<file path="src/sv/cascade_reach_count_assert.svh">
// Assertion macros for the cascade reach counter.
// Used by the top level only; expects i_clk and i_rst_n in scope.
`ifndef CASCADE_REACH_COUNT_ASSERT_SVH
`define CASCADE_REACH_COUNT_ASSERT_SVH

// Same-cycle implication, checked out of reset.
`define CRC_ASSERT_NOW(label, ante, cons, msg) \
    label: assert property (@(posedge i_clk) disable iff (!i_rst_n) \
        (ante) |-> (cons)) else $error(msg);

// Next-cycle implication, checked out of reset.
`define CRC_ASSERT_NEXT(label, ante, cons, msg) \
    label: assert property (@(posedge i_clk) disable iff (!i_rst_n) \
        (ante) |=> (cons)) else $error(msg);

`endif

</file>
<file path="src/sv/crc_ram.sv">
// Generic simple dual-port RAM: one write port, one registered read port.
// No dependencies.
module crc_ram #(
    parameter int WIDTH = 8,
    parameter int DEPTH = 256
) (
    input  logic                                   i_clk,
    input  logic                                   i_we,
    input  logic [((DEPTH > 1) ? $clog2(DEPTH) : 1)-1:0] i_waddr,
    input  logic [WIDTH-1:0]                       i_wdata,
    input  logic [((DEPTH > 1) ? $clog2(DEPTH) : 1)-1:0] i_raddr,
    output logic [WIDTH-1:0]                       o_rdata
);

    logic [WIDTH-1:0] r_mem [DEPTH];
    logic [WIDTH-1:0] r_rdata;

    always_ff @(posedge i_clk) begin
        if (i_we) begin
            r_mem[i_waddr] <= i_wdata;
        end
        r_rdata <= r_mem[i_raddr];
    end

    assign o_rdata = r_rdata;

endmodule

</file>
<file path="config.mk">
export PLATFORM = sky130hd
export DESIGN_NAME = crc_ram
export DESIGN_NICKNAME = d
export VERILOG_FILES = /design/src/sv/cascade_reach_count_assert.svh /design/src/sv/crc_ram.sv
export SDC_FILE = /design/constraint.sdc
export NUM_CORES = 2
export LEC_CHECK = 0
export BUFFER_PORTS_ARGS = -buffer_cell sky130_fd_sc_hd__buf_2
export CELL_PAD_IN_SITES_DETAIL_PLACEMENT = 1
export CELL_PAD_IN_SITES_GLOBAL_PLACEMENT = 1
export CORE_UTILIZATION = 41
export DETAILED_ROUTE_END_ITERATION = 12
export GPL_ROUTABILITY_DRIVEN = 0
export HOLD_SLACK_MARGIN = 0.12
export PLACE_DENSITY_LB_ADDON = 0.1
export SYNTH_ARGS = -nofsm -noshare
export SYNTH_HDL_FRONTEND = slang
export SYNTH_SLANG_ARGS = --single-unit
</file>
<file path="constraint.sdc">
create_clock -name i_clk -period 4.5 [get_ports i_clk]
set_clock_uncertainty 0.05 [all_clocks]
set_input_delay 0.225 -clock i_clk [delete_from_list [all_inputs] [get_ports i_clk]]
set_output_delay 0.225 -clock i_clk [all_outputs]
set_load 0.05 [all_outputs]
</file>
==> reports/metrics.yaml <==
outcome: "finished, final reports clean"
cts_tree: "built"
maxSlewHeadroom: 0.0754
worst-path-stages: 9
finalSetupTns_ps: 0
fin_util: 0.469
yosysUniqueCellTypes: 55
finalMaxSlewViolations: 0
first_iter_violations: 3792
cp-end-kind: "flip-flop"
reg2reg_slack_ps: 1520
layout_common_cells: "edfxtp_1 (2048), mux4_2 (454), nor2_1 (279), clkbuf_16 (215), buf_4 (152)"
synth-edff-count: 2048
reg2reg_to: "o_rdata[3]"
r2r_cells: 5
cpPeakStageDelay_ps: 710
ys.warnings.count: 0
p_leak_nw: 27.9
yosysSeqAreaShare: 0.775
period_share: 0.689
cpMostUsedCell: "buf_4"
ys_ff_latch: 2056
cts_made_buffers: 214
clock_tree.htree_level_count: 4
cp_cell_sequence: "buf_8 > or2b_1 > buf_4 > o221ai_1 > o211ai_1 > a21oi_1 > nor4_1 > buf_4 > nor4_2"
crit_buf_inv: 3
worst_pin_slew_ps: 1380
place_area_um2: 83500
maxCapViolCount: 0
clk_latency_ps: 860
start_util: 0.413
post-cts-setup-buffers: 0
grt_pass1_wl_um: 314000
core_area_um2: 193000
synth_ff_type: "edfxtp_1"
grt_util_all_layers: 0.227
cp_data_arrival_time_ps: 3730
setup_violations: 0
mostFrequentLayoutCell: "edfxtp_1"
regToRegStartpoint: "r_mem[219][3]"
wl_per_cell_um: 33.3
cts.sinks: 2056
synth.top_cell.area_share: 0.773
rows: 161
areaGrowthSynthToFinish_pct: 13.6
startpoint: "i_raddr[1]"
dpl.hpwl_um: 135000
io_pins: 34
drive_gt1_frac: 0.241
cp_slowest_cell: "nor4_1"
critPathCapture: "o_rdata[2]"
ant_nets: 0
path_max_fanout: 64
die_h_um: 443
critPathKind: "primary input to flip-flop"
drt-total-wl_um: 222000
grt_overflow: 0
syn_nets: 3759
first_global_vias: 40600
fillers: 17200
die_area_um2: 196000
stdcell_area_um2: 90300
grt_max_degree: 146
postSynthCellCount: 3733
syn_area_um2: 79600
vias: 38700
avgSynthCellArea_um2: 21.3
io_buffers: 33
max_freq_mhz: 323
root_buffer: "clkbuf_16"
rsz0062_at_grt: "no"
synthTopCellsByArea: "edfxtp_1 (77%), mux4_2 (13%), mux2i_1 (1.7%), nor2_1 (1.3%), a22oi_1 (1.3%)"
finalCriticalPeriod_ps: 3100
nets: 3971
crit_path_start_kind: "primary input"
firstDrtPassIters: 5
cts_resized: 0
synthArstFlopShare: 0
cts.clk_slew.worst_paths_ps: 60
cp_top_family: "simple AND/OR/NAND/NOR gates"
timing.final.hold_violations: 0
hp-start: "i_waddr[1]"
antenna_found_initial: 13
powerDensity_nw_per_um2: 448
ir_drop_v: 0.000348
clk_path_buf_depth: 3
hp-class: "primary input to flip-flop"
drc: 0
die_w_um: 443
vias_per_cell: 5.81
crit_required_ps: 5140
synth_area_leader_cell: "edfxtp_1"
how the worst min path moves through the flow:
stage | depth (start not counted) | slack (ps) | end
2_1_floorplan | 0 | 270 | r_mem[0][0]
3_3_place_gp | 1 | 610 | r_mem[182][3]
3_5_place_dp | 1 | 620 | r_mem[190][3]
4_1_cts | 3 | 120 | r_mem[163][0]
5_1_grt | 3 | 190 | r_mem[155][6]
6_report | 3 | 190 | r_mem[163][2]
state kept, by name (all words and copies together), names as in the netlist:
| name | flops |
|---|---|
| o_rdata | 8 |
| r_mem | 2048 |
worst reg2reg max path, stage by stage, from the launching register on:
cell and delay, ps:
edfxtp_1 360, mux4_2 490, a22oi_1 380, a21oi_1 250
nor3_1 1150, nor4_1 140
final cells by class:
| cell class | count | area [µm²] | area share |
|---|---|---|---|
| inverter | 2 | 7.51 | 0.0000831 |
| antenna | 5 | 12.5 | 0.000139 |
| clock buffer | 273 | 5630 | 0.0623 |
| clock inverter | 122 | 1120 | 0.0124 |
| sequential | 2056 | 61700 | 0.683 |
| multi-input combinational | 1442 | 16500 | 0.183 |
| tap | 2526 | 3160 | 0.0350 |
| timing repair buffer | 229 | 2210 | 0.0244 |
layer usage:
metal,wire [µm],GRT usage,up-vias
li1,-,-,16200
met1,97700,0.322,21200
met2,109000,0.370,1052
met3,11000,0.0342,248
met4,4340,0.0521,0
met5,0,0,-
cell usage after synthesis, types with 2 or more instances:
cell type / instances
buf_2: 31
or2_2: 4
o22ai_1: 28
a2111oi_1: 2
buf_12: 8
mux4_1: 2
edfxtp_1: 2048
o21ai_1: 2
a22o_1: 8
mux4_2: 454
nor2b_1: 31
nand4_1: 10
o221ai_1: 46
nor4_1: 24
and2_1: 6
buf_1: 22
o211ai_1: 10
o32ai_1: 4
dfxtp_1: 8
a22oi_1: 133
nand2_1: 33
o21ai_0: 10
a311oi_1: 2
nor4_2: 3
a211oi_1: 16
nand3b_1: 2
o22a_1: 5
a2111oi_0: 2
buf_8: 13
clkbuf_1: 111
and3b_1: 2
a31oi_1: 2
nor3_1: 22
buf_6: 21
mux2i_1: 134
nand2b_1: 8
buf_4: 27
nand3_1: 34
nor2_1: 282
a221oi_1: 13
a21oi_1: 96
report_power, final:
group | leakage (nW) | switching (W) | internal (W) | total (W)
sequential | 18.5 | 0.0000280 | 0.0211 | 0.0211
clock | 3.29 | 0.00750 | 0.00975 | 0.0173
combinational | 6.09 | 0.00139 | 0.000688 | 0.00207
stage by stage:
stage          worst slack [ps]  total power [W]  std cells  hold slack [ps]
2_1_floorplan              2290           0.0226       3733              274
3_3_place_gp                387           0.0236       6243              611
3_5_place_dp                574           0.0237       6244              620
4_1_cts                    1490           0.0408       6650              120
5_1_grt                    1370           0.0416       6651              190
6_report                   1400           0.0405       6655              193
logic make-up (layout without fill, tap and decap cells):
logic type             count (synthesis)  count (layout)  synth area share
buffers and inverters                235             626            0.0183
flip-flops                          2056            2056             0.775
AND/OR/NAND/NOR                      466             466            0.0263
multiplexers                         591             591             0.146
AO/OA/AOI/OAI                        385             385            0.0342
other                                  0               5                 0
what timing repair did:
item / CTS / global route
endpoints found under the hold margin: 812 / 0
setup endpoints to repair: 0 / 0
hold buffers: 11 / 0
Power figures use the tool's default switching activity.
