[src/sv/cascade_reach_count_assert.svh]
// Assertion macros for the cascade reach counter.
// Used by the top level only; expects i_clk and i_rst_n in scope.
`ifndef CASCADE_REACH_COUNT_ASSERT_SVH
`define CASCADE_REACH_COUNT_ASSERT_SVH

// Same-cycle implication, checked out of reset.
`define CRC_ASSERT_NOW(label, ante, cons, msg) \
    label: assert property (@(posedge i_clk) disable iff (!i_rst_n) \
        (ante) |-> (cons)) else $error(msg);

// Next-cycle implication, checked out of reset.
`define CRC_ASSERT_NEXT(label, ante, cons, msg) \
    label: assert property (@(posedge i_clk) disable iff (!i_rst_n) \
        (ante) |=> (cons)) else $error(msg);

`endif

[src/sv/crc_pkg.sv]
// Shared types and constants for the cascade reach counter.
// No dependencies.
package crc_pkg;

    localparam int NODE_COUNT = 256;
    localparam int NODE_W     = 8;
    localparam int Q_AW       = $clog2(NODE_COUNT);
    localparam int QPTR_W     = Q_AW + 1;
    localparam int COUNT_W    = 9;
    localparam int KIND_W     = 3;

    localparam int DEF_EDGE_CAPACITY = 2048;
    localparam int DEF_FRACTION_BITS = 16;

    localparam logic [KIND_W-1:0] KIND_ADD_EDGE = 3'd0;
    localparam logic [KIND_W-1:0] KIND_SEED     = 3'd1;
    localparam logic [KIND_W-1:0] KIND_DISABLE  = 3'd2;
    localparam logic [KIND_W-1:0] KIND_RUN      = 3'd3;
    localparam logic [KIND_W-1:0] KIND_CLEAR    = 3'd4;

    // Per-edge context handed from the sequencer to the edge evaluator.
    typedef struct packed {
        logic              invert;
        logic              tgt_reached;
        logic [NODE_W-1:0] node;
    } t_eval_ctl;

endpackage

[src/sv/crc_edge_eval.sv]
// Edge evaluator: decides whether one stored edge fires from the current node.
// Depends on crc_pkg.
module crc_edge_eval #(
    parameter int FRACTION_BITS = crc_pkg::DEF_FRACTION_BITS
) (
    input  logic [crc_pkg::NODE_W-1:0] i_edge_src,
    input  logic [FRACTION_BITS:0]     i_edge_prob,
    input  logic [FRACTION_BITS:0]     i_edge_dice,
    input  crc_pkg::t_eval_ctl         i_ctl,
    output logic                       o_fire
);
    import crc_pkg::*;

    // Two spare bits cover one minus dice going negative.
    localparam int CW = FRACTION_BITS + 3;

    logic [CW-1:0] one_x;
    logic [CW-1:0] dice_x;
    logic [CW-1:0] prob_x;
    logic [CW-1:0] thr_x;

    assign one_x  = CW'(1) << FRACTION_BITS;
    assign dice_x = CW'(i_edge_dice);
    assign prob_x = CW'(i_edge_prob);
    assign thr_x  = i_ctl.invert ? (one_x - dice_x) : dice_x;

    assign o_fire = (i_edge_src == i_ctl.node) && !i_ctl.tgt_reached
                    && ($signed(prob_x) > $signed(thr_x));

endmodule

[config.mk]
export PLATFORM = sky130hd
export DESIGN_NAME = crc_edge_eval
export DESIGN_NICKNAME = d
export VERILOG_FILES = /design/src/sv/cascade_reach_count_assert.svh /design/src/sv/crc_pkg.sv /design/src/sv/crc_edge_eval.sv
export SDC_FILE = /design/constraint.sdc
export NUM_CORES = 1
export LEC_CHECK = 0
export BUFFER_PORTS_ARGS = -buffer_cell sky130_fd_sc_hd__buf_2
export CAP_MARGIN = 20
export CORE_MARGIN = 2
export CORE_UTILIZATION = 29
export DETAILED_ROUTE_END_ITERATION = 8
export MAX_ROUTING_LAYER = met4
export PLACE_DENSITY = 0.66
export SYNTH_ARGS = -nofsm -noshare
export SYNTH_HDL_FRONTEND = slang
export SYNTH_SLANG_ARGS = --single-unit
[constraint.sdc]
create_clock -name vclk -period 4.65
set_input_delay 0.93 -clock vclk [all_inputs]
set_output_delay 0.93 -clock vclk [all_outputs]
set_load 0.01 [all_outputs]
==> results_tabular.tex <==
\begin{tabular}{lr}
\hline
Metric & Value \\
\hline
\multicolumn{2}{l}{\textbf{Critical path}} \\
\quad Worst path required time & 3720 ps \\
\quad Crit Path Category & input pin to output pin \\
\quad Data arrival at the endpoint of the critical path & 3740 ps \\
\quad Maximum fanout encountered on the critical timing path & 3 \\
\quad Type of destination of the critical path & output pin \\
\quad Launching element type of the critical path & input pin \\
\multicolumn{2}{l}{\textbf{Synthesis}} \\
\quad Synthesized area divided by synthesized cell count & 7.68 um2 \\
\quad Proportion of synthesized chip area in sequential cells & 0\% \\
\quad Count of unique library cells instantiated by Yosys & 31 \\
\quad Post-Synthesis Cells & 104 \\
\quad Area of the mapped netlist & approximately 800 um2 \\
\quad Synthesis warning total & 0 \\
\quad Number of nets in the synthesized netlist & $\sim$170 \\
\multicolumn{2}{l}{\textbf{Power}} \\
\quad Cell Pwr Density & 90.7 mW/mm2 \\
\quad Reported leakage power & 0.648 nW \\
\quad Maximum vdd ir drop & 0.0453 mV \\
\multicolumn{2}{l}{\textbf{Placement}} \\
\quad Placed cell count & 200 \\
\quad Final estimated routing congestion in global placement & 0.775 \\
\quad Worst slack at placement & -356 ps \\
\quad Port Buf Inserts & 53 \\
\quad Total cell area at the placement stage & 0.00120 mm2 \\
\quad Post-detail-place hpwl & 2090 um \\
\multicolumn{2}{l}{\textbf{Layout}} \\
\quad Final Util & 48.3\% \\
\quad Fraction of final layout cells sized beyond drive strength 1 & 50.3\% \\
\quad FF+latch count & 0 \\
\quad Final instance area & between 0.001 and 0.0015 mm2 \\
\quad Commonest non-fill, non-tap cells in the layout & buf\_2, ha\_1, xor2\_1, buf\_4, nand2\_1 \\
\quad Net count, final & 241 \\
\quad Clock Buffer Count & 0 \\
\quad Sequential cell area in the final layout & 0 um2 \\
\quad Most common cell after layout, fill and taps aside & buf\_2 \\
\quad Ant diodes & 0 \\
\quad P\&R area growth vs syn & 62.7\% \\
\quad Count of non-filler cells in the finished layout & 200 \\
\multicolumn{2}{l}{\textbf{Global route}} \\
\quad Vias in the first global route & 1052 \\
\quad Maximum number of pins on one net before global-route repair & 18 \\
\quad Total global-route track usage & 15.4\% \\
\quad Antenna violations before repair & 0 \\
\quad First-pass GRT wire length & 4060 um \\
\quad Total global routing overflow & 0 \\
\multicolumn{2}{l}{\textbf{Routing}} \\
\quad Sum of routed wire length over all layers & 2400 um \\
\quad Detail-routed via count per cell & 4.90 \\
\quad Drt wl/cell & 12.0 um \\
\quad Routed vias & 980 \\
\quad DRC violations left & 0 \\
\quad Post-detailed-route count of antenna-violating nets & 0 \\
\quad Number of iterations in the first detailed-routing pass & 3 \\
\quad Detailed Route Iter0 Violations & 5 \\
\multicolumn{2}{l}{\textbf{Run status}} \\
\quad Run status & finished, violations left \\
\quad Violations in the final reports & setup timing \\
\multicolumn{2}{l}{\textbf{Die}} \\
\quad I/O Pins & 53 \\
\quad Die Wd & 56.5 um \\
\quad Core Region & around 0.0027 mm2 \\
\quad Die outline area & 0.00319 mm2 \\
\quad Effective utilization at floorplan & 29.7\% \\
\quad Overall die height & 56.5 um \\
\quad FP Rows & 19 \\
\multicolumn{2}{l}{\textbf{Min path}} \\
\quad Startpoint of the tightest hold check path & i\_ctl[8] \\
\quad Class of the most critical hold timing path & input pin to output pin \\
\quad Count of cells along the worst hold path & 4 \\
\quad Hold EP & o\_fire \\
\multicolumn{2}{l}{\textbf{Clocking}} \\
\quad Hold bufs inserted after CTS & 0 \\
\quad Count of buffers added by post-CTS timing repair for setup & 0 \\
\multicolumn{2}{l}{\textbf{Timing}} \\
\quad Final Setup Violations & 1 \\
\quad Period utilisation layout & 100\% \\
\quad Number of hold-slack violations in the final timing report & 0 \\
\quad Worst Max-Slew Pin Slew & 403 ps \\
\quad F\_max & 214 MHz \\
\quad RSZ-0062 raised after global routing & true \\
\quad Setup WS post-layout & -17.2 ps \\
\quad Minimum clock period after layout & 4670 ps \\
\quad Slew HR & $\sim$73\% \\
\quad Pins over their slew limit & 0 \\
\multicolumn{2}{l}{\textbf{Flow run}} \\
\quad Number of maximum-capacitance constraint violations & 0 \\
\hline
\end{tabular}
==> metal layers <==
| metal | part of all wire (%) | global-route usage, % | routed length [um] | vias to the layer above |
|---|---|---|---|---|
| met5 | 0 | - | 0 | - |
| met4 | 0 | 0 | 0 | 0 |
| met3 | 4.0 | 0.922 | 97 | 0 |
| met2 | 54 | 30.7 | 1310 | 23 |
| met1 | 42 | 17.5 | 999 | 436 |
| li1 | - | - | - | 521 |
==> worst max-delay path, cell delays in order <==
cell and delay, ps:
buf_6 90, or4_4 530, or4_4 470, o21ai_2 150, xor2_1 180, ha_1 290
and4_4 200, a221oi_2 250, a21oi_1 90, a211o_1 230, a31o_1 200, buf_2 140
==> worst max path at each step <==
stage | startpoint | endpoint | slack [ps] | depth (start not counted)
finish | i_edge_dice[6] | o_fire | -20 | 12
global placement | i_edge_dice[1] | o_fire | -260 | 14
detailed placement | i_edge_dice[1] | o_fire | -360 | 14
global route | i_edge_dice[0] | o_fire | -190 | 16
CTS | i_edge_dice[6] | o_fire | -150 | 12
floorplan | i_edge_dice[1] | o_fire | 60 | 12
==> Yosys cell counts, types with 2 or more instances <==
cell / number / area (um2)
a21oi_1: 6 / 30.0
clkbuf_1: 2 / 7.51
ha_1: 18 / 225
inv_1: 3 / 11.3
nand2_1: 11 / 41.3
nand3_1: 4 / 20.0
nand4_1: 2 / 12.5
nor2_1: 4 / 15.0
o21ai_0: 6 / 30.0
o31ai_1: 3 / 22.5
o41ai_1: 2 / 17.5
or2_2: 2 / 12.5
or4_4: 2 / 22.5
xnor2_1: 8 / 70.1
xor2_1: 15 / 131
==> what timing repair did <==
action / in CTS / in global routing
endpoints found under the hold margin: 0 / 0
resized for setup: 12 / 10
endpoints found under the setup margin: 1 / 1
pin swaps: 13 / 5
==> cell families (layout without fill, tap and decap cells) <==
kind of cell               Yosys count  count (layout)  synth area share [%]
buffers and inverters                5              70                  2.35
AOI/OAI and AO/OA                   23              23                  19.3
xor gates and xnor gates            23              23                  25.2
and+or+nand+nor                     34              34                  23.7
muxes                                1               1                  1.25
adders and majority gates           18              18                  28.2
==> cell type report <==
| class | count | area [um2] |
|---|---|---|
| inverter | 3 | 11.3 |
| fill | 270 | 1390 |
| timing repair buffer | 67 | 383 |
| tap | 31 | 38.8 |
| multi-input combinational | 99 | 866 |
==> power by group <==
| group | leakage (nW) | total [mW] | switching [mW] | internal (mW) |
|---|---|---|---|---|
| logic | 0.648 | 0.118 | 0.0558 | 0.0620 |
| clock network | 0 | 0 | 0 | 0 |
| registers | 0 | 0 | 0 | 0 |
==> per-stage QoR <==
| step | hold slack [ps] | setup TNS [ps] | total power [mW] |
|---|---|---|---|
| detailed placement | 2280 | -356 | 0.106 |
| global placement | 2300 | -260 | 0.101 |
| global route | 2300 | -189 | 0.133 |
| CTS | 2280 | -154 | 0.113 |
| floorplan | 2090 | 0 | 0.0551 |
| finish | 2280 | -17.2 | 0.118 |
Power figures use the tool's default switching activity.
